## config.mk

```make
export PLATFORM = sky130hd
export DESIGN_NAME = encoder_speed_estimator
export DESIGN_NICKNAME = d
export VERILOG_FILES = /design/src/ese_pkg.sv /design/src/ese_div.sv /design/src/ese_datapath.sv /design/src/ese_ctrl.sv /design/src/encoder_speed_estimator.sv
export SDC_FILE = /design/constraint.sdc
export NUM_CORES = 2
export LEC_CHECK = 0
export ABC_AREA = 1
export BUFFER_PORTS_ARGS = -buffer_cell sky130_fd_sc_hd__buf_2
export CAP_MARGIN = 0
export CORE_MARGIN = 2
export CORE_UTILIZATION = 30
export DETAILED_ROUTE_END_ITERATION = 8
export SYNTH_ARGS = -nofsm -noshare
export SYNTH_HDL_FRONTEND = slang
export SYNTH_HIERARCHICAL = 1
export SYNTH_SLANG_ARGS = --single-unit
```

## constraint.sdc

```tcl
create_clock -name aclk -period 24.4 [get_ports aclk]
set_input_delay 1.22 -clock aclk [delete_from_list [all_inputs] [get_ports aclk]]
set_output_delay 1.22 -clock aclk [all_outputs]
set_load 0.01 [all_outputs]
```

## src/ese_pkg.sv

```systemverilog
// ----------------------------------------------------------------------------
// ese_pkg: shared types and constants of the encoder speed estimator
// Function codes, fixed-point constants, controller states and the
// command and status bundles between the controller and the datapath.
// ----------------------------------------------------------------------------
`default_nettype none
package ese_pkg;

    localparam int TIME_BITS = 32;
    localparam int FRAC_BITS = 8;

    // function codes of an input item
    localparam logic [1:0] FUNC_EDGE  = 2'd0;
    localparam logic [1:0] FUNC_READ  = 2'd1;
    localparam logic [1:0] FUNC_CLEAR = 2'd2;

    // register indexes on the configuration port
    localparam logic [1:0] REG_DEBOUNCE = 2'd0;
    localparam logic [1:0] REG_WEIGHT   = 2'd1;
    localparam logic [1:0] REG_PPR      = 2'd2;

    // 1e6 * 60 / 128 in Q format
    localparam logic [63:0] SPEED_K = 64'd468750 << FRAC_BITS;
    // 360 degrees in Q format
    localparam logic [63:0] ANGLE_K = 64'd360 << FRAC_BITS;
    // outlier limit, 0.5 rpm deadband, 1.0 rpm
    localparam logic [22:0] LIMIT   = 23'(64'd10000 << FRAC_BITS);
    localparam logic [22:0] HALF    = 23'(64'd1 << (FRAC_BITS - 1));
    localparam logic [26:0] ONE     = 27'(64'd1 << FRAC_BITS);

    typedef enum logic [1:0] {
        DIV_SPEED,
        DIV_FILT,
        DIV_ANGLE
    } div_sel_t;

    typedef enum logic [3:0] {
        S_IDLE,
        S_EXEC,
        S_MUL,
        S_SGO,
        S_SWAIT,
        S_RPM,
        S_FGO,
        S_FWAIT,
        S_FPOST,
        S_AGO,
        S_AWAIT,
        S_DONE
    } state_t;

    typedef struct packed {
        logic [15:0] debounce_us;
        logic [7:0]  filter_weight;
        logic [15:0] pulses_per_rev;
    } cfg_t;

    typedef struct packed {
        logic     load;
        logic     exec;
        logic     mul;
        logic     div_start;
        div_sel_t div_sel;
        logic     rpm;
        logic     fpost;
        logic     out_load;
    } cmd_t;

    typedef struct packed {
        logic div_done;
        logic is_read;
        logic out_free;
    } sts_t;

endpackage
`default_nettype wire

```

## src/ese_div.sv

```systemverilog
// ----------------------------------------------------------------------------
// ese_div: shared restoring divider
// Unsigned 64 by 32 bit division, one quotient bit per cycle.
// ----------------------------------------------------------------------------
`default_nettype none
module ese_div (
    input  wire logic        aclk,
    input  wire logic        aresetn,
    input  wire logic        start,
    input  wire logic [63:0] num,
    input  wire logic [31:0] den,
    output logic      [63:0] quot,
    output logic             done
);
    logic [31:0] rem_reg, rem_next;
    logic [63:0] quot_reg, quot_next;
    logic [31:0] den_reg;
    logic [6:0]  cnt_reg, cnt_next;
    logic        busy_reg, busy_next;
    logic        done_reg, done_next;
    logic [32:0] shifted;
    logic        fits;

    // one restoring step
    always_comb begin
        shifted = {rem_reg, quot_reg[63]};
        fits    = shifted >= {1'b0, den_reg};
        rem_next  = fits ? 32'(shifted - {1'b0, den_reg}) : shifted[31:0];
        quot_next = {quot_reg[62:0], fits};
        cnt_next  = cnt_reg - 7'd1;
        busy_next = cnt_reg != 7'd1;
        done_next = cnt_reg == 7'd1;
    end

    // control
    always_ff @(posedge aclk) begin
        if (!aresetn) begin
            busy_reg <= 1'b0;
            done_reg <= 1'b0;
            cnt_reg  <= '0;
        end else if (start) begin
            busy_reg <= 1'b1;
            done_reg <= 1'b0;
            cnt_reg  <= 7'd64;
        end else if (busy_reg) begin
            busy_reg <= busy_next;
            done_reg <= done_next;
            cnt_reg  <= cnt_next;
        end
    end

    // operands
    always_ff @(posedge aclk) begin
        if (start) begin
            rem_reg  <= '0;
            quot_reg <= num;
            den_reg  <= den;
        end else if (busy_reg) begin
            rem_reg  <= rem_next;
            quot_reg <= quot_next;
        end
    end

    assign quot = quot_reg;
    assign done = done_reg;

    a_busy_not_done: assert property (@(posedge aclk) disable iff (!aresetn)
        busy_reg |-> !done_reg) else $error("divider done while busy");
    a_start_busy: assert property (@(posedge aclk) disable iff (!aresetn)
        start |=> busy_reg && !done_reg) else $error("divider did not start");
    a_finish: assert property (@(posedge aclk) disable iff (!aresetn)
        busy_reg && cnt_reg == 7'd1 && !start |=> done_reg)
        else $error("divider did not finish");

endmodule
`default_nettype wire

```

## src/ese_datapath.sv

```systemverilog
// ----------------------------------------------------------------------------
// ese_datapath: encoder state, speed arithmetic and result register
// Holds the counter and timing state, the filter and peak state and the
// output register; runs the three divisions on one shared divider.
// ----------------------------------------------------------------------------
`default_nettype none
module ese_datapath (
    input  wire logic                aclk,
    input  wire logic                aresetn,
    input  wire ese_pkg::cfg_t       cfg,
    input  wire ese_pkg::cmd_t       cmd,
    output ese_pkg::sts_t            sts,
    input  wire logic [1:0]          s_func,
    input  wire logic                s_pin_level,
    input  wire logic [31:0]         s_time_us,
    output logic                     m_valid,
    input  wire logic                m_ready,
    output logic [31:0]              m_pulse_count,
    output logic [48:0]              m_angle_q8,
    output logic signed [22:0]       m_rpm_raw,
    output logic signed [22:0]       m_rpm_filtered,
    output logic signed [22:0]       m_rpm_peak
);
    import ese_pkg::*;

    // latched item
    logic [1:0]           func_reg;
    logic                 level_reg;
    logic [TIME_BITS-1:0] now_reg;

    // encoder and speed state
    logic                 last_level_reg;
    logic [TIME_BITS-1:0] last_edge_reg, latest_ev_reg, tolpr_reg;
    logic [31:0]          count_reg, calr_reg;
    logic                 first_reg;
    logic signed [22:0]   good_reg, filt_reg, peak_reg;

    // per-read scratch
    logic [31:0]          cnt_reg;
    logic [TIME_BITS-1:0] dt_reg;
    logic                 spd_ok_reg, spd_neg_reg, acc_neg_reg;
    logic [63:0]          prod_reg;

    // result register
    logic        m_valid_reg;
    logic [48:0] angle_reg;

    logic                 start_div;
    logic [63:0]          div_num, div_quot;
    logic [31:0]          div_den;
    logic                 div_done;

    logic signed [32:0]   delta;
    logic                 delta_nz;
    logic [TIME_BITS-1:0] dt, since_edge;
    logic signed [32:0]   acc;
    logic [22:0]          mag;
    logic signed [23:0]   rpm_s;
    logic signed [22:0]   rpm_new;
    logic                 outlier;
    logic [22:0]          fq;
    logic signed [22:0]   filt_new;

    // read bookkeeping and edge debounce terms
    always_comb begin
        delta      = $signed({1'b0, count_reg}) - $signed({1'b0, calr_reg});
        delta_nz   = delta != '0;
        dt         = (delta_nz ? latest_ev_reg : now_reg) - tolpr_reg;
        since_edge = now_reg - last_edge_reg;
    end

    // speed magnitude through clamp, deadband and outlier check
    always_comb begin
        logic [63:0] m64;
        m64 = spd_ok_reg ? div_quot : 64'd0;
        mag = (m64 > 64'(LIMIT)) ? LIMIT + 23'd1 : m64[22:0];
        if (mag < HALF) begin
            mag = '0;
        end
        outlier = mag > LIMIT;
        rpm_s   = spd_neg_reg ? -$signed({1'b0, mag}) : $signed({1'b0, mag});
        rpm_new = outlier ? good_reg : rpm_s[22:0];
    end

    // filter numerator and result
    always_comb begin
        logic signed [32:0] w;
        w   = $signed({25'd0, cfg.filter_weight});
        acc = 33'(filt_reg) * w + 33'(good_reg);
        fq  = div_quot[22:0];
        if (({4'd0, fq} * 27'd10) < ONE) begin
            filt_new = '0;
        end else begin
            filt_new = acc_neg_reg ? -$signed(fq) : $signed(fq);
        end
    end

    // divider operand select
    always_comb begin
        unique case (cmd.div_sel)
            DIV_SPEED: begin
                div_num = prod_reg;
                div_den = 32'(dt_reg);
            end
            DIV_FILT: begin
                div_num = 64'(acc[32] ? 33'(-acc) : acc);
                div_den = {23'd0, 9'({1'b0, cfg.filter_weight} + 9'd1)};
            end
            default: begin
                div_num = ANGLE_K[31:0] * count_reg;
                div_den = {16'd0, cfg.pulses_per_rev};
            end
        endcase
    end
    assign start_div = cmd.div_start;

    ese_div u_div (
        .aclk    (aclk),
        .aresetn (aresetn),
        .start   (start_div),
        .num     (div_num),
        .den     (div_den),
        .quot    (div_quot),
        .done    (div_done)
    );

    // item latch and per-read scratch
    always_ff @(posedge aclk) begin
        if (cmd.load) begin
            func_reg  <= s_func;
            level_reg <= s_pin_level;
            now_reg   <= TIME_BITS'(s_time_us);
        end
        if (cmd.exec) begin
            cnt_reg     <= delta_nz ? (delta[32] ? 32'(-delta) : delta[31:0]) : 32'd1;
            dt_reg      <= dt;
            spd_ok_reg  <= !first_reg && dt != '0;
            spd_neg_reg <= delta[32];
        end
        if (cmd.mul) begin
            prod_reg <= SPEED_K[31:0] * cnt_reg;
        end
        if (cmd.div_start && cmd.div_sel == DIV_FILT) begin
            acc_neg_reg <= acc[32];
        end
    end

    // encoder, speed, filter and peak state
    always_ff @(posedge aclk) begin
        if (!aresetn) begin
            last_level_reg <= 1'b1;
            last_edge_reg  <= '0;
            latest_ev_reg  <= '0;
            tolpr_reg      <= '0;
            count_reg      <= '0;
            calr_reg       <= '0;
            first_reg      <= 1'b1;
            good_reg       <= '0;
            filt_reg       <= '0;
            peak_reg       <= '0;
        end else begin
            if (cmd.exec) begin
                unique case (func_reg)
                    FUNC_EDGE: begin
                        latest_ev_reg <= now_reg;
                        if (level_reg != last_level_reg) begin
                            if (since_edge > TIME_BITS'(cfg.debounce_us)) begin
                                last_level_reg <= level_reg;
                                count_reg      <= count_reg + 32'd1;
                            end
                            last_edge_reg <= now_reg;
                        end
                    end
                    FUNC_READ: begin
                        first_reg <= 1'b0;
                        calr_reg  <= count_reg;
                        if (delta_nz) begin
                            tolpr_reg <= latest_ev_reg;
                        end
                    end
                    FUNC_CLEAR: begin
                        count_reg <= '0;
                        peak_reg  <= '0;
                    end
                    default: begin
                    end
                endcase
            end
            if (cmd.rpm) begin
                if (!outlier) begin
                    good_reg <= rpm_s[22:0];
                end
                if (rpm_new > peak_reg) begin
                    peak_reg <= rpm_new;
                end
            end
            if (cmd.fpost) begin
                filt_reg <= filt_new;
            end
        end
    end

    // result register
    always_ff @(posedge aclk) begin
        if (!aresetn) begin
            m_valid_reg <= 1'b0;
        end else if (cmd.out_load) begin
            m_valid_reg <= 1'b1;
        end else if (m_ready) begin
            m_valid_reg <= 1'b0;
        end
    end

    always_ff @(posedge aclk) begin
        if (cmd.out_load) begin
            angle_reg      <= (cfg.pulses_per_rev == '0) ? 49'd0 : div_quot[48:0];
            m_pulse_count  <= count_reg;
            m_rpm_raw      <= good_reg;
            m_rpm_filtered <= filt_reg;
            m_rpm_peak     <= peak_reg;
        end
    end

    assign m_valid    = m_valid_reg;
    assign m_angle_q8 = angle_reg;

    assign sts.div_done = div_done;
    assign sts.is_read  = func_reg == FUNC_READ;
    assign sts.out_free = !m_valid_reg || m_ready;

    a_good_in_range: assert property (@(posedge aclk) disable iff (!aresetn)
        cmd.rpm |=> good_reg <= $signed(LIMIT) && good_reg >= -$signed(LIMIT))
        else $error("last good speed out of range");
    a_result_holds: assert property (@(posedge aclk) disable iff (!aresetn)
        m_valid_reg && !m_ready |=> m_valid_reg && $stable(m_pulse_count))
        else $error("result lost while stalled");
    a_clear_zero: assert property (@(posedge aclk) disable iff (!aresetn)
        cmd.exec && func_reg == FUNC_CLEAR |=> count_reg == '0 && peak_reg == '0)
        else $error("clear did not zero count and peak");

endmodule
`default_nettype wire

```

## src/ese_ctrl.sv

```systemverilog
// ----------------------------------------------------------------------------
// ese_ctrl: sequencing controller
// Steps one item through execute, speed division and filter division (on
// reads only) and angle division, then hands the result to the output register.
// ----------------------------------------------------------------------------
`default_nettype none
module ese_ctrl (
    input  wire logic          aclk,
    input  wire logic          aresetn,
    input  wire logic          s_valid,
    output logic               s_ready,
    input  wire ese_pkg::sts_t sts,
    output ese_pkg::cmd_t      cmd
);
    import ese_pkg::*;

    state_t state_reg, state_next;

    // next state
    always_comb begin
        state_next = state_reg;
        unique case (state_reg)
            S_IDLE:  if (s_valid) state_next = S_EXEC;
            S_EXEC:  state_next = sts.is_read ? S_MUL : S_AGO;
            S_MUL:   state_next = S_SGO;
            S_SGO:   state_next = S_SWAIT;
            S_SWAIT: if (sts.div_done) state_next = S_RPM;
            S_RPM:   state_next = S_FGO;
            S_FGO:   state_next = S_FWAIT;
            S_FWAIT: if (sts.div_done) state_next = S_FPOST;
            S_FPOST: state_next = S_AGO;
            S_AGO:   state_next = S_AWAIT;
            S_AWAIT: if (sts.div_done) state_next = S_DONE;
            S_DONE:  if (sts.out_free) state_next = S_IDLE;
            default: state_next = S_IDLE;
        endcase
    end

    // outputs
    always_comb begin
        cmd         = '0;
        cmd.div_sel = DIV_ANGLE;
        s_ready     = 1'b0;
        unique case (state_reg)
            S_IDLE: begin
                s_ready  = 1'b1;
                cmd.load = s_valid;
            end
            S_EXEC:  cmd.exec = 1'b1;
            S_MUL:   cmd.mul = 1'b1;
            S_SGO: begin
                cmd.div_sel   = DIV_SPEED;
                cmd.div_start = 1'b1;
            end
            S_SWAIT: cmd.div_sel = DIV_SPEED;
            S_RPM:   cmd.rpm = 1'b1;
            S_FGO: begin
                cmd.div_sel   = DIV_FILT;
                cmd.div_start = 1'b1;
            end
            S_FWAIT: cmd.div_sel = DIV_FILT;
            S_FPOST: cmd.fpost = 1'b1;
            S_AGO:   cmd.div_start = 1'b1;
            S_AWAIT: begin
            end
            S_DONE:  cmd.out_load = sts.out_free;
            default: begin
            end
        endcase
    end

    always_ff @(posedge aclk) begin
        if (!aresetn) begin
            state_reg <= S_IDLE;
        end else begin
            state_reg <= state_next;
        end
    end

    a_accept_exec: assert property (@(posedge aclk) disable iff (!aresetn)
        s_valid && s_ready |=> state_reg == S_EXEC) else $error("accept lost");
    a_load_free: assert property (@(posedge aclk) disable iff (!aresetn)
        cmd.out_load |-> sts.out_free) else $error("result overwritten");
    a_speed_then_rpm: assert property (@(posedge aclk) disable iff (!aresetn)
        state_reg == S_SWAIT && sts.div_done |=> state_reg == S_RPM)
        else $error("speed division not followed by rpm step");

endmodule
`default_nettype wire

```

## src/encoder_speed_estimator.sv

```systemverilog
// ----------------------------------------------------------------------------
// encoder_speed_estimator: debounced encoder counter and rpm estimator
// Counts debounced edges of one encoder channel, estimates Q8 rpm with
// deadband, outlier rejection, IIR filter and peak, and reports the angle.
//
//   channel  direction  handshake         payload
//   s_       in         s_valid/s_ready   s_func, s_pin_level, s_time_us
//   m_       out        m_valid/m_ready   m_pulse_count, m_angle_q8, m_rpm_*
//   apb      in         psel/penable      paddr, pwdata, prdata
//
// Edge, clear and no-op items use the bit-serial shared divider once, for
// the angle; speed reads use it once each for speed, filter and angle.
// The next input is taken in the cycle after the result is loaded.
// Reset (aresetn low, synchronous) clears the controller, encoder, speed,
// filter and peak state and m_valid, not the payload; registers return
// to debounce 100, weight 20, pulses per revolution 70.
// A new item is taken while a finished result waits on m_ready.
// ----------------------------------------------------------------------------
`default_nettype none
module encoder_speed_estimator (
    input  wire logic              aclk,
    input  wire logic              aresetn,
    input  wire logic              s_valid,
    output logic                   s_ready,
    input  wire logic [1:0]        s_func,
    input  wire logic              s_pin_level,
    input  wire logic [31:0]       s_time_us,
    output logic                   m_valid,
    input  wire logic              m_ready,
    output logic [31:0]            m_pulse_count,
    output logic [48:0]            m_angle_q8,
    output logic signed [22:0]     m_rpm_raw,
    output logic signed [22:0]     m_rpm_filtered,
    output logic signed [22:0]     m_rpm_peak,
    input  wire logic              psel,
    input  wire logic              penable,
    input  wire logic              pwrite,
    input  wire logic [3:0]        paddr,
    input  wire logic [31:0]       pwdata,
    output logic [31:0]            prdata,
    output logic                   pready
);
    import ese_pkg::*;

    cfg_t cfg_reg;
    cmd_t cmd;
    sts_t sts;
    logic wr_en;

    // configuration register writes
    assign wr_en = psel && penable && pwrite;
    always_ff @(posedge aclk) begin
        if (!aresetn) begin
            cfg_reg.debounce_us    <= 16'd100;
            cfg_reg.filter_weight  <= 8'd20;
            cfg_reg.pulses_per_rev <= 16'd70;
        end else if (wr_en) begin
            unique case (paddr[3:2])
                REG_DEBOUNCE: cfg_reg.debounce_us    <= pwdata[15:0];
                REG_WEIGHT:   cfg_reg.filter_weight  <= pwdata[7:0];
                REG_PPR:      cfg_reg.pulses_per_rev <= pwdata[15:0];
                default: begin
                end
            endcase
        end
    end

    // register readback
    always_comb begin
        unique case (paddr[3:2])
            REG_DEBOUNCE: prdata = {16'd0, cfg_reg.debounce_us};
            REG_WEIGHT:   prdata = {24'd0, cfg_reg.filter_weight};
            REG_PPR:      prdata = {16'd0, cfg_reg.pulses_per_rev};
            default:      prdata = '0;
        endcase
    end
    assign pready = 1'b1;

    ese_ctrl u_ctrl (
        .aclk    (aclk),
        .aresetn (aresetn),
        .s_valid (s_valid),
        .s_ready (s_ready),
        .sts     (sts),
        .cmd     (cmd)
    );

    ese_datapath u_dp (
        .aclk           (aclk),
        .aresetn        (aresetn),
        .cfg            (cfg_reg),
        .cmd            (cmd),
        .sts            (sts),
        .s_func         (s_func),
        .s_pin_level    (s_pin_level),
        .s_time_us      (s_time_us),
        .m_valid        (m_valid),
        .m_ready        (m_ready),
        .m_pulse_count  (m_pulse_count),
        .m_angle_q8     (m_angle_q8),
        .m_rpm_raw      (m_rpm_raw),
        .m_rpm_filtered (m_rpm_filtered),
        .m_rpm_peak     (m_rpm_peak)
    );

endmodule
`default_nettype wire

```

==> out/qor.csv <==
metric;value;unit
status;finished, final reports clean;
Distinct cells, synth;68;
Top FF cell, synth;edfxtp_1;
Site Rows;170;
ratio of cells with drive above 1 in the final layout;6.66;%
DP Cell Count;11300;
CTS root buf;clkbuf_16;
Total GRT Usage;17.4;%
postcts setup bufs;0;
TritonRoute pass-1 iters;6;
synth cell count leaders;nand2_1 (1912), inv_1 (1593), nor2_1 (738);
CTS Buf Count;88;
Post-synth EDFFs;398;
initial antenna violation count;7;
Max Cap Viol;0;
number of nets in the layout;9664;
CTS tree;yes;
worst skew pair latency;750;ps
RSZ-0062 raised after global routing;false;
DR WL/cell;16.9;um
initial core utilization;30.1;%
Sum Neg Setup Slack;0;ps
startpoint types;flip-flop;
Syn-to-layout area delta;11.2;%
Critical Path Fanout Max;27;
Tmin final;7650;ps
Rel. slew slack;22.3;%
iteration-0 DRC count of the detailed router;3723;
average vias per placed instance;4.76;
WP data required;24960;ps
most instantiated library cell after synthesis;nand2_1;
Synth Instances;8430;
clk slew on worst S/H paths;60;ps
Die Height;468;um
f_max;131;MHz
vias in the first global route;53300;
DR DRC count;0;
# clock sinks;715;
worst slew pin tran;1160;ps
post-route insts no fill;11500;
Synth Cell Area;64500;um2
Top Ports;263;
Layout Skew;62.9;ps
#FFs+latches synth;715;
Port Buf Inserts;227;
Area contributors post-synth;edfxtp_1 (19%), fa_1 (13%), ha_1 (11%);
largest net degree at the start of global routing;151;
CP Class;reg -> reg;
dpl hpwl;156000;um
max reg flops;64;
Yosys top cell by area;edfxtp_1;
Worst setup EP type;flip-flop;
first-pass GRT wire length;301000;um
post-synthesis sequential area ratio;28.4;%
CP arrival;8210;ps
Post-DRT Antenna Nets;0;
CTS max path bufs;3;
H-tree Lvls;3;
total grt overflow;0;
Final Hold Fails;0;
Routed WL;194000;um
period utilization;31.4;%
ys async rst share;0;%
RD Place Congestion;0.930;
Final Max Slew Viols;0;
vias after detailed routing;54600;
synthesized area per cell;7.65;um2
HP Class;reg -> reg;
number of hold buffers added after cts;0;
die width;468;um
core area;214000;um2
share of the synthesized area in the top cell type;18.5;%
YS warnings;6;
# resized after CTS;0;
Die ar.;219000;um2
final count of negative-setup-slack endpoints;0;
cells in the final DEF (no fill, tap or decap), drive strengths merged, types with 12 or more instances in the layout:
cell type  netlist  layout
nor4            26      26
a211oi          41      41
inv           1610    1616
nand4           87      87
xor2           154     154
a21oi          507     507
conb             2      17
clkbuf         163     104
nand3b          33      33
a31oi           37      37
nor2           761     761
nand2         1941    1941
edfxtp         398     398
ha             587     587
fa             430     430
nor3            97      97
xnor2           94      94
dfxtp          317     317
clkinv           4      39
o21ai          443     443
buf             75     272
nand3          462     462
a21o            22      22
or2             12      12
o211ai          18      18
o21bai          20      20
area by class of cell:
class | instances | area (um2)
Antenna cell | 1 | 2.50
Clock buffer | 104 | 2400
Clock inverter | 60 | 771
Fill cell | 22500 | 142000
Inverter | 1614 | 6060
Multi-Input combinational cell | 5878 | 39100
Sequential cell | 715 | 18300
Tap cell | 2838 | 3550
Timing Repair Buffer | 272 | 1490
per-layer routing:
metal	routed length (um)	global-route usage, %
met5	49	0
met4	5670	5.48
met3	9150	2.40
met2	88900	28.6
met1	89900	23.6
stage by stage:
stage	hold slack (ps)	area [um2]	utilization, %	worst slack, ps
5_1_grt	448	71700	33.5	16250
6_report	430	71700	33.5	16750
4_1_cts	429	71700	33.5	16680
3_3_place_gp	417	68500	32.0	16780
2_1_floorplan	406	64500	-	7960
3_5_place_dp	415	68500	32.0	16770
critical path, stage by stage, from the launching register on:
cell	delay, ps
dfxtp_1	690
nand2_1	170
fa_1	560
inv_1	50
fa_1	500
inv_1	50
fa_1	510
inv_1	70
fa_1	570
fa_1	430
ha_1	410
nand2_1	100
nor2_1	150
inv_1	80
nor3_1	250
nand2_1	90
nand3_1	100
xor2_1	190
nor2_1	320
nand3_1	130
nor3_1	500
nand4_2	790
o211ai_1	530
nand2_1	100
nand2_1	100
kinds of logic after synthesis:
| logic type | share of synthesized area, % |
|---|---|
| compound gates | 9.90 |
| other cells | 0.0116 |
| flops | 28.4 |
| simple gates | 22.5 |
| xor+xnor | 3.38 |
| fa+ha+maj | 24.7 |
| buf+inv | 11.1 |
final timing paths:
kind	cells past startpoint	startpoint	slack (ps)	end
setup reg to reg	24	u_dp/filt_reg[12]$_SDFFE_PN0P_	16750	u_dp/u_div/quot[45]$_DFFE_PP_
hold reg to reg	0	u_dp/peak_reg[21]$_SDFF_PN0_	430	u_dp/m_rpm_peak[21]$_DFFE_PP_
setup / recovery	24	u_dp/filt_reg[12]$_SDFFE_PN0P_	16750	u_dp/u_div/quot[45]$_DFFE_PP_
hold / removal	0	u_dp/peak_reg[21]$_SDFF_PN0_	430	u_dp/m_rpm_peak[21]$_DFFE_PP_
Power is not shown: default switching activity piles up to over one toggle a cycle in this logic, so the estimate is an artifact.
